==> src/rtl/ilp_pkg.sv <==
`default_nettype none

package ilp_pkg;

  localparam int DATA_W      = 8;
  localparam int POS_W       = 9;
  localparam int LIMIT_W     = 13;
  localparam int CFG_IDX_W   = 2;
  localparam int QUEUE_DEPTH = 4;
  localparam int QPTR_W      = $clog2(QUEUE_DEPTH);

  localparam logic [CFG_IDX_W-1:0] REG_INTERP_LIMIT = CFG_IDX_W'(0);
  localparam logic [CFG_IDX_W-1:0] REG_ARG_LIMIT    = CFG_IDX_W'(1);

  localparam logic [LIMIT_W-1:0] LIMIT_RESET = LIMIT_W'(256);

  localparam logic [DATA_W-1:0] CH_HASH  = 8'h23;
  localparam logic [DATA_W-1:0] CH_BANG  = 8'h21;
  localparam logic [DATA_W-1:0] CH_NL    = 8'h0a;
  localparam logic [DATA_W-1:0] CH_CR    = 8'h0d;
  localparam logic [DATA_W-1:0] CH_SPACE = 8'h20;
  localparam logic [DATA_W-1:0] CH_TAB   = 8'h09;

  typedef enum logic [1:0] {
    ST_NOT_SCRIPT,
    ST_OK,
    ST_NO_INTERP,
    ST_TOO_LONG
  } status_t;

  typedef enum logic [2:0] {
    CLS_HASH,
    CLS_BANG,
    CLS_NEWLINE,
    CLS_CR,
    CLS_BLANK,
    CLS_OTHER
  } byte_cls_t;

  typedef enum logic [2:0] {
    PH_HASH,
    PH_BANG,
    PH_LEAD,
    PH_NAME,
    PH_GAP,
    PH_ARG,
    PH_DONE
  } phase_t;

  typedef struct packed {
    byte_cls_t cls;
    logic      last;
  } item_t;

  typedef struct packed {
    logic    direct;
    status_t status;
    logic    lead;
    logic    name;
    logic    arg;
  } settle_ctl_t;

endpackage

`default_nettype wire

==> src/rtl/interpreter_line_parser.sv <==
`default_nettype none

// Parses a "#!interpreter [arg]" line from a byte stream, one byte per cycle
// sustained while the output keeps moving, with last marking the final byte
// of each buffer. One result comes out per buffer: a status (not a script,
// ok, no interpreter or truncated line, name too long) with the start and
// length of the interpreter name and of the optional argument. The result
// leaves through the input queue, the settle request register and the
// output register after the byte that settles it; bytes after the result up
// to last are consumed and dropped. Input throughput is set by the phase
// machine, which retires one queued byte per cycle while the output stage
// keeps moving; a stalled output backs up into a four-entry queue before
// in_ready drops. Configuration (interp_limit at index 0, arg_limit at
// index 1) is always ready and should be written only while the block is
// idle. BUF_BYTES sets the position at which a line without a newline is
// reported as truncated.
module interpreter_line_parser #(
  parameter int BUF_BYTES = 256
) (
  input  wire logic                          clk,
  input  wire logic                          rst,
  input  wire logic                          in_valid,
  output logic                               in_ready,
  input  wire logic [ilp_pkg::DATA_W-1:0]    data_byte,
  input  wire logic                          last,
  output logic                               out_valid,
  input  wire logic                          out_ready,
  output logic [1:0]                         status,
  output logic [ilp_pkg::POS_W-1:0]          interp_start,
  output logic [ilp_pkg::POS_W-1:0]          interp_length,
  output logic                               has_arg,
  output logic [ilp_pkg::POS_W-1:0]          arg_start,
  output logic [ilp_pkg::POS_W-1:0]          arg_length,
  input  wire logic                          cfg_valid,
  output logic                               cfg_ready,
  input  wire logic [ilp_pkg::CFG_IDX_W-1:0] cfg_index,
  input  wire logic [ilp_pkg::LIMIT_W-1:0]   cfg_data
);

  localparam int PW = $clog2(BUF_BYTES + 1);

  logic [ilp_pkg::LIMIT_W-1:0] interp_limit;
  logic [ilp_pkg::LIMIT_W-1:0] arg_limit;

  logic                 q_full;
  logic                 push;
  ilp_pkg::item_t       push_item;
  logic                 q_valid;
  ilp_pkg::item_t       q_item;
  logic                 pop;
  logic                 sreq_valid;
  logic                 sreq_ready;
  ilp_pkg::settle_ctl_t sreq_ctl;
  logic [PW-1:0]        sreq_tb, sreq_ts, sreq_ob, sreq_te;
  ilp_pkg::status_t     res_status;

  assign cfg_ready = 1'b1;

  always_ff @(posedge clk) begin
    if (rst) begin
      interp_limit <= ilp_pkg::LIMIT_RESET;
      arg_limit    <= ilp_pkg::LIMIT_RESET;
    end else if (cfg_valid) begin
      case (cfg_index)
        ilp_pkg::REG_INTERP_LIMIT: interp_limit <= cfg_data;
        ilp_pkg::REG_ARG_LIMIT:    arg_limit    <= cfg_data;
        default: begin
        end
      endcase
    end
  end

  ilp_front u_front (
    .in_valid  (in_valid),
    .in_ready  (in_ready),
    .data_byte (data_byte),
    .last      (last),
    .q_full    (q_full),
    .push      (push),
    .push_item (push_item)
  );

  ilp_queue u_queue (
    .clk       (clk),
    .rst       (rst),
    .push      (push),
    .push_item (push_item),
    .full      (q_full),
    .pop       (pop),
    .valid     (q_valid),
    .head      (q_item)
  );

  ilp_back #(
    .BUF_BYTES (BUF_BYTES),
    .PW        (PW)
  ) u_back (
    .clk        (clk),
    .rst        (rst),
    .q_valid    (q_valid),
    .q_item     (q_item),
    .pop        (pop),
    .sreq_valid (sreq_valid),
    .sreq_ready (sreq_ready),
    .sreq_ctl   (sreq_ctl),
    .sreq_tb    (sreq_tb),
    .sreq_ts    (sreq_ts),
    .sreq_ob    (sreq_ob),
    .sreq_te    (sreq_te)
  );

  ilp_settle #(
    .PW (PW)
  ) u_settle (
    .clk               (clk),
    .rst               (rst),
    .sreq_valid        (sreq_valid),
    .sreq_ready        (sreq_ready),
    .sreq_ctl          (sreq_ctl),
    .sreq_tb           (sreq_tb),
    .sreq_ts           (sreq_ts),
    .sreq_ob           (sreq_ob),
    .sreq_te           (sreq_te),
    .interp_limit      (interp_limit),
    .arg_limit         (arg_limit),
    .out_valid         (out_valid),
    .out_ready         (out_ready),
    .res_status        (res_status),
    .res_interp_start  (interp_start),
    .res_interp_length (interp_length),
    .res_has_arg       (has_arg),
    .res_arg_start     (arg_start),
    .res_arg_length    (arg_length)
  );

  assign status = res_status;

`ifndef SYNTHESIS
  a_fail_fields_zero: assert property (@(posedge clk) disable iff (rst)
    out_valid && (status != ilp_pkg::ST_OK) |->
      (interp_length == '0) && !has_arg && (arg_length == '0))
    else $error("failed parse carries nonzero fields");

  a_arg_needs_ok: assert property (@(posedge clk) disable iff (rst)
    out_valid && has_arg |-> (status == ilp_pkg::ST_OK))
    else $error("argument flagged without ok status");

  a_push_lands: assert property (@(posedge clk) disable iff (rst)
    in_valid && in_ready |=> q_valid)
    else $error("accepted request missing from queue");

  a_reset_idle: assert property (@(posedge clk)
    !rst && $past(rst) |-> !out_valid && !sreq_valid)
    else $error("output pending right after reset");
`endif

endmodule

`default_nettype wire

==> src/rtl/ilp_front.sv <==
`default_nettype none

module ilp_front (
  input  wire logic                       in_valid,
  output logic                            in_ready,
  input  wire logic [ilp_pkg::DATA_W-1:0] data_byte,
  input  wire logic                       last,
  input  wire logic                       q_full,
  output logic                            push,
  output ilp_pkg::item_t                  push_item
);

  ilp_pkg::byte_cls_t cls;

  always_comb begin
    case (data_byte)
      ilp_pkg::CH_HASH:  cls = ilp_pkg::CLS_HASH;
      ilp_pkg::CH_BANG:  cls = ilp_pkg::CLS_BANG;
      ilp_pkg::CH_NL:    cls = ilp_pkg::CLS_NEWLINE;
      ilp_pkg::CH_CR:    cls = ilp_pkg::CLS_CR;
      ilp_pkg::CH_SPACE: cls = ilp_pkg::CLS_BLANK;
      ilp_pkg::CH_TAB:   cls = ilp_pkg::CLS_BLANK;
      default:           cls = ilp_pkg::CLS_OTHER;
    endcase
  end

  assign in_ready       = !q_full;
  assign push           = in_valid && !q_full;
  assign push_item.cls  = cls;
  assign push_item.last = last;

endmodule

`default_nettype wire

==> src/rtl/ilp_queue.sv <==
`default_nettype none

module ilp_queue (
  input  wire logic            clk,
  input  wire logic            rst,
  input  wire logic            push,
  input  wire ilp_pkg::item_t  push_item,
  output logic                 full,
  input  wire logic            pop,
  output logic                 valid,
  output ilp_pkg::item_t       head
);

  ilp_pkg::item_t               slots [ilp_pkg::QUEUE_DEPTH];
  logic [ilp_pkg::QPTR_W-1:0]   wr_ptr;
  logic [ilp_pkg::QPTR_W-1:0]   rd_ptr;
  logic [ilp_pkg::QPTR_W:0]     count;

  assign full  = count == (ilp_pkg::QPTR_W+1)'(ilp_pkg::QUEUE_DEPTH);
  assign valid = count != '0;
  assign head  = slots[rd_ptr];

  always_ff @(posedge clk) begin
    if (push) begin
      slots[wr_ptr] <= push_item;
    end
  end

  always_ff @(posedge clk) begin
    if (rst) begin
      wr_ptr <= '0;
      rd_ptr <= '0;
      count  <= '0;
    end else begin
      if (push) begin
        wr_ptr <= wr_ptr + 1'b1;
      end
      if (pop) begin
        rd_ptr <= rd_ptr + 1'b1;
      end
      case ({push, pop})
        2'b10:   count <= count + 1'b1;
        2'b01:   count <= count - 1'b1;
        default: count <= count;
      endcase
    end
  end

endmodule

`default_nettype wire

==> src/rtl/ilp_back.sv <==
`default_nettype none

module ilp_back #(
  parameter int BUF_BYTES = 256,
  parameter int PW        = 9
) (
  input  wire logic            clk,
  input  wire logic            rst,
  input  wire logic            q_valid,
  input  wire ilp_pkg::item_t  q_item,
  output logic                 pop,
  output logic                 sreq_valid,
  input  wire logic            sreq_ready,
  output ilp_pkg::settle_ctl_t sreq_ctl,
  output logic [PW-1:0]        sreq_tb,
  output logic [PW-1:0]        sreq_ts,
  output logic [PW-1:0]        sreq_ob,
  output logic [PW-1:0]        sreq_te
);

  localparam logic [PW-1:0] LAST_POS = PW'(BUF_BYTES - 1);

  ilp_pkg::phase_t      phase, phase_next;
  logic [PW-1:0]        pos, pos_next;
  logic [PW-1:0]        tb, tb_next;
  logic [PW-1:0]        ts, ts_next;
  logic [PW-1:0]        ob, ob_next;
  logic [PW-1:0]        te, te_next;
  logic                 emit;
  ilp_pkg::settle_ctl_t ctl;
  ilp_pkg::phase_t      flag_phase;
  logic                 step;

  assign step = q_valid && (!sreq_valid || sreq_ready);
  assign pop  = step;

  always_comb begin
    phase_next = phase;
    pos_next   = pos;
    tb_next    = tb;
    ts_next    = ts;
    ob_next    = ob;
    te_next    = te;
    emit       = 1'b0;
    ctl        = '0;
    ctl.status = ilp_pkg::ST_NOT_SCRIPT;
    case (phase)
      ilp_pkg::PH_HASH: begin
        if (q_item.cls != ilp_pkg::CLS_HASH || q_item.last) begin
          emit       = 1'b1;
          ctl.direct = 1'b1;
        end else begin
          phase_next = ilp_pkg::PH_BANG;
          pos_next   = PW'(1);
        end
      end
      ilp_pkg::PH_BANG: begin
        if (q_item.cls != ilp_pkg::CLS_BANG) begin
          emit       = 1'b1;
          ctl.direct = 1'b1;
        end else if (q_item.last) begin
          emit       = 1'b1;
          ctl.direct = 1'b1;
          ctl.status = ilp_pkg::ST_NO_INTERP;
        end else begin
          phase_next = ilp_pkg::PH_LEAD;
          pos_next   = PW'(2);
        end
      end
      ilp_pkg::PH_LEAD, ilp_pkg::PH_NAME, ilp_pkg::PH_GAP, ilp_pkg::PH_ARG: begin
        if (q_item.cls == ilp_pkg::CLS_NEWLINE) begin
          emit = 1'b1;
        end else begin
          if (q_item.cls == ilp_pkg::CLS_BLANK) begin
            if (phase == ilp_pkg::PH_NAME) begin
              ts_next    = pos;
              phase_next = ilp_pkg::PH_GAP;
            end
          end else begin
            if (phase == ilp_pkg::PH_LEAD) begin
              tb_next    = pos;
              phase_next = ilp_pkg::PH_NAME;
            end else if (phase == ilp_pkg::PH_GAP) begin
              ob_next    = pos;
              phase_next = ilp_pkg::PH_ARG;
            end
            if (q_item.cls != ilp_pkg::CLS_CR) begin
              te_next = pos + PW'(1);
            end
          end
          if (pos == LAST_POS) begin
            emit       = 1'b1;
            ctl.direct = 1'b1;
            ctl.status = ilp_pkg::ST_NO_INTERP;
          end else if (q_item.last) begin
            emit = 1'b1;
          end else begin
            pos_next = pos + PW'(1);
          end
        end
      end
      default: begin
      end
    endcase

    flag_phase = phase_next;
    ctl.lead   = flag_phase == ilp_pkg::PH_LEAD;
    ctl.name   = flag_phase == ilp_pkg::PH_NAME;
    ctl.arg    = flag_phase == ilp_pkg::PH_ARG;
  end

  always_ff @(posedge clk) begin
    if (rst) begin
      phase      <= ilp_pkg::PH_HASH;
      pos        <= '0;
      tb         <= '0;
      ts         <= '0;
      ob         <= '0;
      te         <= PW'(2);
      sreq_valid <= 1'b0;
    end else begin
      if (step) begin
        if (q_item.last) begin
          phase <= ilp_pkg::PH_HASH;
          pos   <= '0;
          tb    <= '0;
          ts    <= '0;
          ob    <= '0;
          te    <= PW'(2);
        end else begin
          phase <= emit ? ilp_pkg::PH_DONE : phase_next;
          pos   <= pos_next;
          tb    <= tb_next;
          ts    <= ts_next;
          ob    <= ob_next;
          te    <= te_next;
        end
      end
      sreq_valid <= (sreq_valid && !sreq_ready) || (step && emit);
    end
  end

  always_ff @(posedge clk) begin
    if (step && emit) begin
      sreq_ctl <= ctl;
      sreq_tb  <= tb_next;
      sreq_ts  <= ts_next;
      sreq_ob  <= ob_next;
      sreq_te  <= te_next;
    end
  end

endmodule

`default_nettype wire

==> src/rtl/ilp_settle.sv <==
`default_nettype none

module ilp_settle #(
  parameter int PW = 9
) (
  input  wire logic                        clk,
  input  wire logic                        rst,
  input  wire logic                        sreq_valid,
  output logic                             sreq_ready,
  input  wire ilp_pkg::settle_ctl_t        sreq_ctl,
  input  wire logic [PW-1:0]               sreq_tb,
  input  wire logic [PW-1:0]               sreq_ts,
  input  wire logic [PW-1:0]               sreq_ob,
  input  wire logic [PW-1:0]               sreq_te,
  input  wire logic [ilp_pkg::LIMIT_W-1:0] interp_limit,
  input  wire logic [ilp_pkg::LIMIT_W-1:0] arg_limit,
  output logic                             out_valid,
  input  wire logic                        out_ready,
  output ilp_pkg::status_t                 res_status,
  output logic [ilp_pkg::POS_W-1:0]        res_interp_start,
  output logic [ilp_pkg::POS_W-1:0]        res_interp_length,
  output logic                             res_has_arg,
  output logic [ilp_pkg::POS_W-1:0]        res_arg_start,
  output logic [ilp_pkg::POS_W-1:0]        res_arg_length
);

  localparam int LW = ilp_pkg::LIMIT_W;
  localparam int OW = ilp_pkg::POS_W;

  logic [LW-1:0]    tb, ts, ob, te, stop, ilen, alen, alen_clip;
  ilp_pkg::status_t st;
  logic [OW-1:0]    is_v, il_v, as_v, al_v;
  logic             ha_v;
  logic             take;

  assign sreq_ready = !out_valid || out_ready;
  assign take       = sreq_valid && sreq_ready;

  assign tb   = LW'(sreq_tb);
  assign ts   = LW'(sreq_ts);
  assign ob   = LW'(sreq_ob);
  assign te   = LW'(sreq_te);
  assign stop = (sreq_ctl.name || ts > te) ? te : ts;
  assign ilen = stop - tb;
  assign alen = te - ob;

  always_comb begin
    alen_clip = alen;
    if (alen >= arg_limit) begin
      alen_clip = (arg_limit == '0) ? '0 : arg_limit - LW'(1);
    end
  end

  always_comb begin
    st   = ilp_pkg::ST_OK;
    is_v = '0;
    il_v = '0;
    ha_v = 1'b0;
    as_v = '0;
    al_v = '0;
    if (sreq_ctl.direct) begin
      st = sreq_ctl.status;
    end else if (sreq_ctl.lead || tb >= te) begin
      st = ilp_pkg::ST_NO_INTERP;
    end else if (ilen >= interp_limit) begin
      st = ilp_pkg::ST_TOO_LONG;
    end else begin
      is_v = tb[OW-1:0];
      il_v = ilen[OW-1:0];
      if (sreq_ctl.arg && ob < te) begin
        ha_v = 1'b1;
        as_v = ob[OW-1:0];
        al_v = alen_clip[OW-1:0];
      end
    end
  end

  always_ff @(posedge clk) begin
    if (rst) begin
      out_valid <= 1'b0;
    end else if (sreq_ready) begin
      out_valid <= sreq_valid;
    end
  end

  always_ff @(posedge clk) begin
    if (take) begin
      res_status        <= st;
      res_interp_start  <= is_v;
      res_interp_length <= il_v;
      res_has_arg       <= ha_v;
      res_arg_start     <= as_v;
      res_arg_length    <= al_v;
    end
  end

endmodule

`default_nettype wire

==> config.mk <==
export PLATFORM = sky130hd
export DESIGN_NAME = interpreter_line_parser
export DESIGN_NICKNAME = d
export VERILOG_FILES = /design/src/rtl/ilp_pkg.sv /design/src/rtl/interpreter_line_parser.sv /design/src/rtl/ilp_front.sv /design/src/rtl/ilp_queue.sv /design/src/rtl/ilp_back.sv /design/src/rtl/ilp_settle.sv
export SDC_FILE = /design/constraint.sdc
export NUM_CORES = 1
export LEC_CHECK = 0
export ABC_AREA = 1
export BUFFER_PORTS_ARGS = -buffer_cell sky130_fd_sc_hd__buf_2
export CAP_MARGIN = 30
export CORE_UTILIZATION = 54
export CTS_CLUSTER_SIZE = 28
export DETAILED_ROUTE_END_ITERATION = 8
export GPL_TIMING_DRIVEN = 0
export PLACE_DENSITY = 0.82
export SLEW_MARGIN = 20
export SYNTH_ARGS = -nofsm -noshare
export SYNTH_HDL_FRONTEND = slang
export SYNTH_SLANG_ARGS = --single-unit
==> constraint.sdc <==
create_clock -name clk -period 6 [get_ports clk]
set_input_delay 0.3 -clock clk [delete_from_list [all_inputs] [get_ports clk]]
set_output_delay 0.3 -clock clk [all_outputs]
set_load 0.05 [all_outputs]
# --- Yosys cells after proc, flatten, opt, wreduce, memory -nomap -nowiden ---
# Memory sizes are Yosys's and may differ from the RTL's. A register that Yosys moved wholly into a read port is not among the register bits.
# Cells that the tools add are included.
word_totals:
  wordCells: 164
  reg_bits: 164
  mem_bits_rw: 16
  in_bits: 29
  n_memories: 1
memory_table:
  columns: ["name", "words", "width", "read_ports", "rd_clocked_by_memory_dff", "write_ports", "line", "source"]
  rows:
  - ["u_queue.slots", 4, 4, 1, 1, 1, "ilp_queue.sv:14", "ilp_pkg::item_t slots [ilp_pkg::QUEUE_DEPTH];"]
classes:
  bitwise_logic: 1
  n_lt_le_gt_ge: 5
  reduce_logical: 30
  n_mux: 64
  eq_ne: 27
  add_sub_neg: 8
ops:
  columns: ["operator", "n"]
  rows:
  - ["two-way mux 9 bit", 29]
  - ["two-way mux 3 bit", 13]
  - ["one-hot mux 9 bit (3 select lines)", 1]
  - ["greater-or-equal comparator 13 bit", 2]
  - ["== test 8 x 4 -> 1 bit (second input constant)", 3]
  - ["== test 8 x 6 -> 1 bit (second input constant)", 3]
  - ["== test 3 x 2 -> 1 bit (second input constant)", 5]
  - ["== test 3 bit (second input constant)", 5]
  - ["!= test 3 x 2 -> 1 bit (second input constant)", 5]
  - ["one-hot mux 3 bit (5 select lines)", 1]
  - ["zero test 13 bit", 1]
  - ["subtractor 13 x 9 -> 13 bit", 1]
  - ["two-way mux 2 bit", 6]
  - ["subtractor 9 x 9 -> 10 bit", 1]
  - ["adder 9 x 1 -> 9 bit (second input constant)", 1]
  - ["== test 9 x 8 -> 1 bit (second input constant)", 1]
  - ["greater-or-equal comparator 9 bit", 1]
  - ["greater-than comparator 9 bit", 1]
  - ["< comparator 9 bit", 1]
  - ["two-way mux 1 bit", 9]
  - ["one-hot mux 3 bit (3 select lines)", 1]
  - ["subtractor 9 x 1 -> 9 bit (second input constant)", 1]
  - ["OR reduction 4 bit", 2]
  - ["logical AND 1 bit", 6]
  - ["22 further kinds", 35]

# --- Longest topological paths before layout ---
# Gate-level depths: netlist (run 1).
logic_depth:
  depth_word: 8
  ltp_mapped: 29
  ltp_nobuf: 27

# --- Cells and area by module ---
# A second synthesis (run 1) with hierarchy kept.
unflattened:
  hier_cells: 1321
  area_unflattened_um2: 10393.7
modules_own_cells:
  columns: ["module", "area_each_um2", "seq_area_each_um2", "instances", "cells_each"]
  rows:
  - ["ilp_settle", 4071.4, 1191.1, 1, 565]
  - ["ilp_back", 3967.6, 2212.1, 1, 454]
  - ["interpreter_line_parser", 1144.8, 520.5, 1, 168]
  - ["ilp_queue", 1049.8, 660.6, 1, 97]
  - ["ilp_front", 160.2, 0.0, 1, 37]

# --- Worst setup path after synthesis (run 1) ---
# No wires, ideal clock.
synth_timing:
  kind: "register to register"
  startpoint: "register u_back.sreq_te[6]"
  endpoint: "register u_settle.res_interp_length[8] in the netlist's numbering, data pin"
  stages_incl_launch_ff: 29
  arrival_time_ns: 4.362
  setup_slack_ns: 1.373
  path_buffers: 2
  synth_period_minus_slack_ns: 4.627
  setup_time_ns: 0.265
  path_cell_list: "edfxtp_1 > inv_1 > ha_1 > nand2_1 > nor2_1 > nand4_1 > o211ai_1 > o21ai_0 > nand2_1 > buf_2 > o21ai_0 > ha_1 > fa_1 > nor2_1 > nor2_1 > o21bai_1 > a21oi_1 > o21bai_1 > xor2_1 > inv_1 > ha_1 > nand2_1 > nor4_1 > o21ai_0 > nand2_1 > nor2_1 > nand2_1 > clkbuf_1 > nor2_1"
synth_between:
  elab_chain_cells: 6
  elab_cells_between_ends: 8
  classes_between: "add/sub: 1; order compare: 3; mux: 1; reduce/logical: 3"
synth_lines:
  columns: ["element", "line", "source"]
  rows:
  - ["start: declaration", "ilp_back.sv:18", "output logic [PW-1:0] sreq_te"]
  - ["start signal: assignment", "ilp_back.sv:149", "sreq_te <= te_next;"]
  - ["greater-than comparator 9 bit", "ilp_settle.sv:43", "assign stop = (sreq_ctl.name || ts > te) ? te : ts;"]
  - ["logical OR 1 bit", "ilp_settle.sv:43", null]
  - ["two-way mux 9 bit (*)", "ilp_settle.sv:43", null]
  - ["subtractor 13 x 9 -> 13 bit (*)", "ilp_settle.sv:44", "assign ilen = stop - tb;"]
  - ["named net u_settle.ilen[6]", "ilp_settle.sv:30", "logic [LW-1:0] tb, ts, ob, te, stop, ilen, alen, alen_clip;"]
  - ["greater-or-equal comparator 13 bit (*)", "ilp_settle.sv:65", "end else if (ilen >= interp_limit) begin"]
  - ["OR reduction 3 bit (no line) (*)", null, null]
  - ["end signal: assignment", "ilp_settle.sv:90", "res_interp_length <= il_v;"]
  - ["end: declaration", "ilp_settle.sv:21", "output logic [ilp_pkg::POS_W-1:0] res_interp_length,"]
# The timed path passes the listed nets; every way through them passes the cells marked *.
# A chain may end at the register's enable or synchronous reset.

# --- Worst setup path in the final report (run 1) ---
layout_timing:
  startpoint: "register u_back.sreq_te[8]"
  endpoint: "register u_settle.res_interp_start[7] in the netlist's numbering, data pin"
layout_between:
  elab_chain_cells: 6
  elab_cells_between_ends: 8
  classes_between: "add/sub: 1; order compare: 3; mux: 1; reduce/logical: 3"
layout_lines:
  columns: ["element", "line", "source"]
  rows:
  - ["greater-than comparator 9 bit", "ilp_settle.sv:43", null]
  - ["logical OR 1 bit", "ilp_settle.sv:43", null]
  - ["two-way mux 9 bit", "ilp_settle.sv:43", null]
  - ["subtractor 13 x 9 -> 13 bit", "ilp_settle.sv:44", null]
  - ["named net u_settle.ilen[6]", "ilp_settle.sv:30", null]
  - ["greater-or-equal comparator 13 bit", "ilp_settle.sv:65", null]
  - ["OR reduction 3 bit (no line)", null, null]
  - ["end signal: assignment", "ilp_settle.sv:89", "res_interp_start <= is_v;"]
  - ["end: declaration", "ilp_settle.sv:20", "output logic [ilp_pkg::POS_W-1:0] res_interp_start,"]
# The timed path passes the listed nets, and every way through them passes these cells.

==> impl_metrics.csv, run 1 <==
group,metric,value,unit
critical_path,crit_type,"register to register",
critical_path,cp_common_cell,"nor2_1",
finish,area_delta_synth_final,12.6,%
grt,overflow,0,
timing,worst_pin_slew,0.781,ns
floorplanning,dieHeight,138,um
finish,nets,1375,
floorplanning,initial_utilization,0.553,
critical_path,slowest_stage,"edfxtp_1",
grt,grt_antenna_before_repair,0,
critical_path,path_max_fanout,10,
placement,gp_congestion,0.932,
clock_tree,numCtsBuffers,17,
timing,finalMaxSlewViolations,0,
finish,final_common_cell,"nand2_1",
timing,holdWs,0.0736,ns
grt,grt_use_met2,0.443,
yosys,ys.flop_type,"edfxtp_1",
critical_path,critPathMaxStageDelay,0.40,ns
detailed_routing,post_drt_wl_per_cell,15.6,um
critical_path,cp-end-kind,"register",
finish,layout_common_cells,"247 x nand2_1, 132 x inv_1, 131 x a21oi_1",
grt,grt_util_met3,0.0515,
grt,grt_use_total,0.260,
yosys,ys_ff_latch,181,
critical_path,cp_data_required_time,6.28,ns
critical_path,startpoint_type,"register",
finish,layout-drive-gt1-share,0.154,
yosys,synth_nets,1287,
floorplanning,core-area,18000,um^2
clock_tree,cts_root_buffer,"clkbuf_16",
detailed_routing,drtPass1Iterations,5,
run_status,status,"finished clean",
finish,final_util,0.623,
yosys,syn_area,9970,um^2
detailed_routing,route.detailed.drc,0,
timing,hold_violations,0,
finish,diodes,0,
detailed_routing,vias,8470,
floorplanning,fp.dieArea,19000,um^2
yosys,postSynthAreaPerCell,8.41,um^2
floorplanning,rows,49,
timing,finalCritPeriodShare,0.911,
timing,setup_violations,0,
clock_tree,clockBufferDepth,2,
floorplanning,num_io_pins,71,
grt,first_global_vias,7870,
detailed_routing,antenna_left,0,
timing,fin_tns_setup,0,ns
critical_path,cp_data_arrival_time,5.75,ns
yosys,ys_async_sr_fraction,0,
clock_tree,clk_latency,0.45,ns
placement,hpwl,18000,um
run,maxCapViolCount,0,
placement,pre_cts_ws,0.137,ns
yosys,synth.distinct_cells,43,
detailed_routing,drt-initial-drc-count,768,
yosys,synth_edf_count,96,
timing,rsz0062_at_grt,"false",
floorplanning,die_w,138,um
timing,timing.fmax,183,MHz
timing,slew_headroom,0.479,
yosys,synthCells,1185,
timing,finalClockSkew,0.00970,ns
timing,postLayoutSetupSlackWorst,0.535,ns
yosys,ys.warnings.count,0,
clock_tree,cts.reportedPaths.clkPinSlew,0.07,ns
detailed_routing,postRouteWirelength,23600,um
worst_hold_path,hp-class,"input pin to register",
grt,met1_usage,0.302,
clock_tree,cts.htree.levels,4,
detailed_routing,viasPerCell,5.59,
grt,grt.busiest_layer,"met2",
clock_tree,cts_tree,"done",
placement,io_buffers,68,
timing,period_needed,5.47,ns
grt,grt_max_degree,42,
grt,grt_pass1_wl,37400,um
yosys,yosysSeqAreaShare,0.460,
clock_tree,cts.sinks,181,
-- critical path: cells and delay by family, from the launching register on --
family,cells,cell delay (ns)
compound gates,9,1.33
xor+xnor,1,0.22
fa+ha+maj,4,1.22
buf+inv,4,0.69
flops,1,0.40
simple gates,10,1.45
-- cell usage after synthesis, types with 16 or more instances --
cell type  number  share of area
o21ai_2        30          0.026
inv_1         133          0.050
nand2_1       249          0.094
dfxtp_1        85           0.17
a21oi_1       132          0.066
edfxtp_1       96           0.29
nor2_1        104          0.039
o21ai_0        62          0.031
nand4_1        19          0.012
nand2_2        16          0.010
clkbuf_1       21         0.0079
nand3_1        50          0.025
ha_1           70          0.088
-- metal layers --
| layer | up-vias | wire length (um) |
|---|---|---|
| met5 | - | 0 |
| met4 | 0 | 1130 |
| met3 | 73 | 1460 |
| met2 | 333 | 11400 |
| met1 | 3911 | 9560 |
| li1 | 4153 | - |
-- path summary, 6_finish.rpt --
path | end | from | cells after the start | slack (ns)
max | u_settle.res_interp_start[7] | u_back.sreq_te[8] | 28 | 0.54
min | u_queue.slots[3][0] | last | 1 | 0.07
max reg2reg | u_settle.res_interp_start[7] | u_back.sreq_te[8] | 28 | 0.54
min reg2reg | u_back.tb[3] | u_back.tb[3] | 2 | 0.47
-- final cells by class --
cell class / instances / area [um^2]
Timing Repair Buffer: 69 / 368
Multi-Input combinational cell: 821 / 4670
Sequential cell: 181 / 4580
Tap cell: 229 / 287
Fill cell: 1495 / 6800
Clock inverter: 14 / 128
Inverter: 150 / 568
Buffer: 33 / 183
Clock buffer: 18 / 439
-- flip-flops by register name, summed over array words and instances (netlist names), 3 cells and up, named ones only --
| register | count |
|---|---|
| u_back.sreq_te | 9 |
| u_back.sreq_ob | 9 |
| u_back.sreq_tb | 9 |
| u_back.ts | 9 |
| u_settle.res_interp_length | 9 |
| arg_limit | 13 |
| u_queue.slots | 16 |
| u_settle.res_interp_start | 9 |
| u_settle.res_arg_length | 9 |
| u_back.sreq_ctl | 5 |
| u_back.te | 9 |
| u_back.sreq_ts | 9 |
| interp_limit | 13 |
| u_back.ob | 9 |
| u_back.phase | 3 |
| u_queue.count | 3 |
| u_back.pos | 9 |
| u_back.tb | 9 |
| u_settle.res_arg_start | 9 |
-- logic make-up (layout without fill, tap and decap cells) --
logic type / Yosys count / after routing / synth area share
AO/OA/AOI/OAI: 253 / 253 / 0.144
XOR/XNOR: 18 / 18 / 0.0158
adder cells (fa/ha/maj): 73 / 73 / 0.0939
buffers and inverters: 183 / 284 / 0.0750
flip-flops: 181 / 181 / 0.460
other: 1 / 1 / 0.000376
AND/OR/NAND/NOR: 476 / 476 / 0.211
-- what timing repair did --
item / CTS / global route
endpoints found under the setup margin: 0 / 37
hold buffers: 0 / 0
buffers inserted: 0 / 0
resized for setup: 0 / 10
-- per-stage QoR --
| step | std cells | area, um^2 |
|---|---|---|
| CTS | 1515 | 11200 |
| detailed placement | 1483 | 10600 |
| global placement | 1482 | 10600 |
| finish | 1515 | 11200 |
| global route | 1515 | 11200 |
| floorplan | 1185 | 9970 |
Power of run 1 is not shown: default switching activity piles up to over one toggle a cycle in this logic, so the estimate is an artifact.
==> inputs of run 2 (changes only) <==
- CELL_PAD_IN_SITES_DETAIL_PLACEMENT: unset -> 0
- CELL_PAD_IN_SITES_GLOBAL_PLACEMENT: unset -> 1
- CORE_UTILIZATION: 54 -> 46
- PLACE_DENSITY: 0.82 -> 0.89
==> impl_metrics.csv, run 2 (same netlist as run 1, synthesis figures left out) <==
group,metric,value,unit
grt,grt_max_degree,42,
detailed_routing,viasPerCell,5.13,
finish,nFillCells,1944,
detailed_routing,postRouteWirelength,23300,um
finish,top_regs,"u_queue.slots: 16 flops, arg_limit: 13 flops, interp_limit: 13 flops",
finish,regMostFlops,"u_queue.slots",
worst_hold_path,hp-class,"input pin to register",
grt,overflow,0,
worst_hold_path,min_path_cells,1,
timing,finalCritPeriodShare,0.916,
critical_path,startpoint_type,"register",
grt,grt_use_total,0.219,
critical_path,path_max_fanout,10,
critical_path,regToRegEndpoint,"u_settle.res_interp_start[8]",
run_status,status,"finished clean",
placement,io_buffers,68,
clock_tree,clk_latency,0.44,ns
clock_tree,cts.reportedPaths.clkPinSlew,0.07,ns
finish,largest_reg_flops,16,
critical_path,critPathMaxStageDelay,0.43,ns
clock_tree,cts_tree,"done",
clock_tree,cts.htree.levels,4,
clock_tree,postCtsHoldBufs,0,
clock_tree,cts.sinks,181,
clock_tree,ctsResizeCount,0,
finish,nets,1375,
timing,finalClockSkew,0.00937,ns
grt,grt_antenna_before_repair,0,
grt,first_global_vias,7492,
detailed_routing,vias,8001,
detailed_routing,route.detailed.drc,0,
timing,worst_pin_slew,0.835,ns
timing,slew_headroom,0.442,
critical_path,cp_common_cell,"nor2_1",
critical_path,rr_worst_depth,27,
clock_tree,cts_root_buffer,"clkbuf_16",
detailed_routing,post_drt_wl_per_cell,14.9,um
detailed_routing,antenna_left,0,
timing,finalMaxSlewViolations,0,
timing,fin_tns_setup,0,ns
placement,gp_congestion,0.932,
critical_path,cp-end-kind,"register",
worst_hold_path,whs_endpoint,"u_queue.slots[3][0]",
finish,diodes,0,
run,maxCapViolCount,0,
clock_tree,numCtsBuffers,17,
finish,layout_common_cells,"247 x nand2_1, 132 x inv_1, 131 x a21oi_1",
floorplanning,num_io_pins,71,
floorplanning,core-area,21200,um^2
critical_path,cp_data_required_time,6.26,ns
finish,final_common_cell,"nand2_1",
floorplanning,die_w,149,um
worst_hold_path,hold_start,"last",
clock_tree,post_cts_buffers,0,
detailed_routing,drtPass1Iterations,5,
clock_tree,clockBufferDepth,2,
timing,timing.fmax,182,MHz
critical_path,rr_startpoint,"u_back.sreq_ts[8]",
critical_path,cp_data_arrival_time,5.76,ns
timing,period_needed,5.50,ns
floorplanning,fp.dieArea,22300,um^2
floorplanning,rows,53,
critical_path,reg2reg_slack,0.50,ns
grt,grt_pass1_wl,37600,um
timing,setup_violations,0,
floorplanning,dieHeight,149,um
floorplanning,initial_utilization,0.471,
finish,layout-drive-gt1-share,0.154,
critical_path,crit_type,"register to register",
detailed_routing,drt-initial-drc-count,468,
timing,hold_violations,0,
finish,area_delta_synth_final,12.8,%
timing,rsz0062_at_grt,"false",
critical_path,slowest_stage,"edfxtp_1",
placement,hpwl,18500,um
## run 2: cell types whose count changed in the layout (fill, tap and decap cells not counted), sizes merged
cell	before	now
clkinvlp	2	4
bufinv	1	0
buf	82	80
inv	152	153
clkinv	9	5
clkbuf	38	42
## run 2: worst max-delay path by stage
stage | end | from
2_1_floorplan | u_settle.res_interp_length[8] | u_back.sreq_te[6]
3_3_place_gp | u_settle.res_interp_start[8] | u_back.sreq_te[7]
3_5_place_dp | u_settle.res_interp_start[8] | u_back.sreq_ts[8]
4_1_cts | u_settle.res_interp_start[8] | u_back.sreq_te[7]
5_1_grt | u_settle.res_interp_start[8] | u_back.sreq_te[8]
6_report | u_settle.res_interp_start[8] | u_back.sreq_ts[8]
## run 2: final cells by class
| cell class | count | area [um^2] | area share |
|---|---|---|---|
| multi-input cells | 821 | 4660 | 0.415 |
| flip-flops and latches | 181 | 4580 | 0.408 |
| inverters | 150 | 568 | 0.0505 |
| clock buffers | 20 | 447 | 0.0397 |
| repair buffers | 69 | 355 | 0.0316 |
| well taps | 275 | 344 | 0.0306 |
| plain buffers | 33 | 185 | 0.0165 |
| clock inverters | 12 | 96.3 | 0.00857 |
## run 2: critical path: cells and delay by family, from the launching register on
kind / cells / cell delay (ns)
xor+xnor: 1 / 0.20
compound gates: 9 / 1.33
flops: 1 / 0.43
fa+ha+maj: 4 / 1.27
buf+inv: 3 / 0.64
simple gates: 10 / 1.47
## run 2: routing by layer
layer  vias up  GRT usage  routed length [um]
li1       4147          -                   -
met1      3669      0.277               10700
met2       144      0.377               11200
met3        41     0.0287                 714
met4         0     0.0903                 654
met5         -          0                   0
## run 2: per-stage QoR
step / std cells / utilization / instance area, um^2 / setup WS [ns] / hold slack (ns)
2_1_floorplan: 1185 / - / 9970 / 1.37 / 0.399
3_3_place_gp: 1528 / 0.504 / 10700 / 0.220 / 0.438
3_5_place_dp: 1529 / 0.505 / 10700 / 0.243 / 0.446
4_1_cts: 1561 / 0.531 / 11200 / 0.198 / 0.0737
5_1_grt: 1561 / 0.531 / 11200 / 0.000113 / 0.0745
6_report: 1561 / 0.531 / 11200 / 0.502 / 0.0783
Power of run 2 is left out for the same reason.
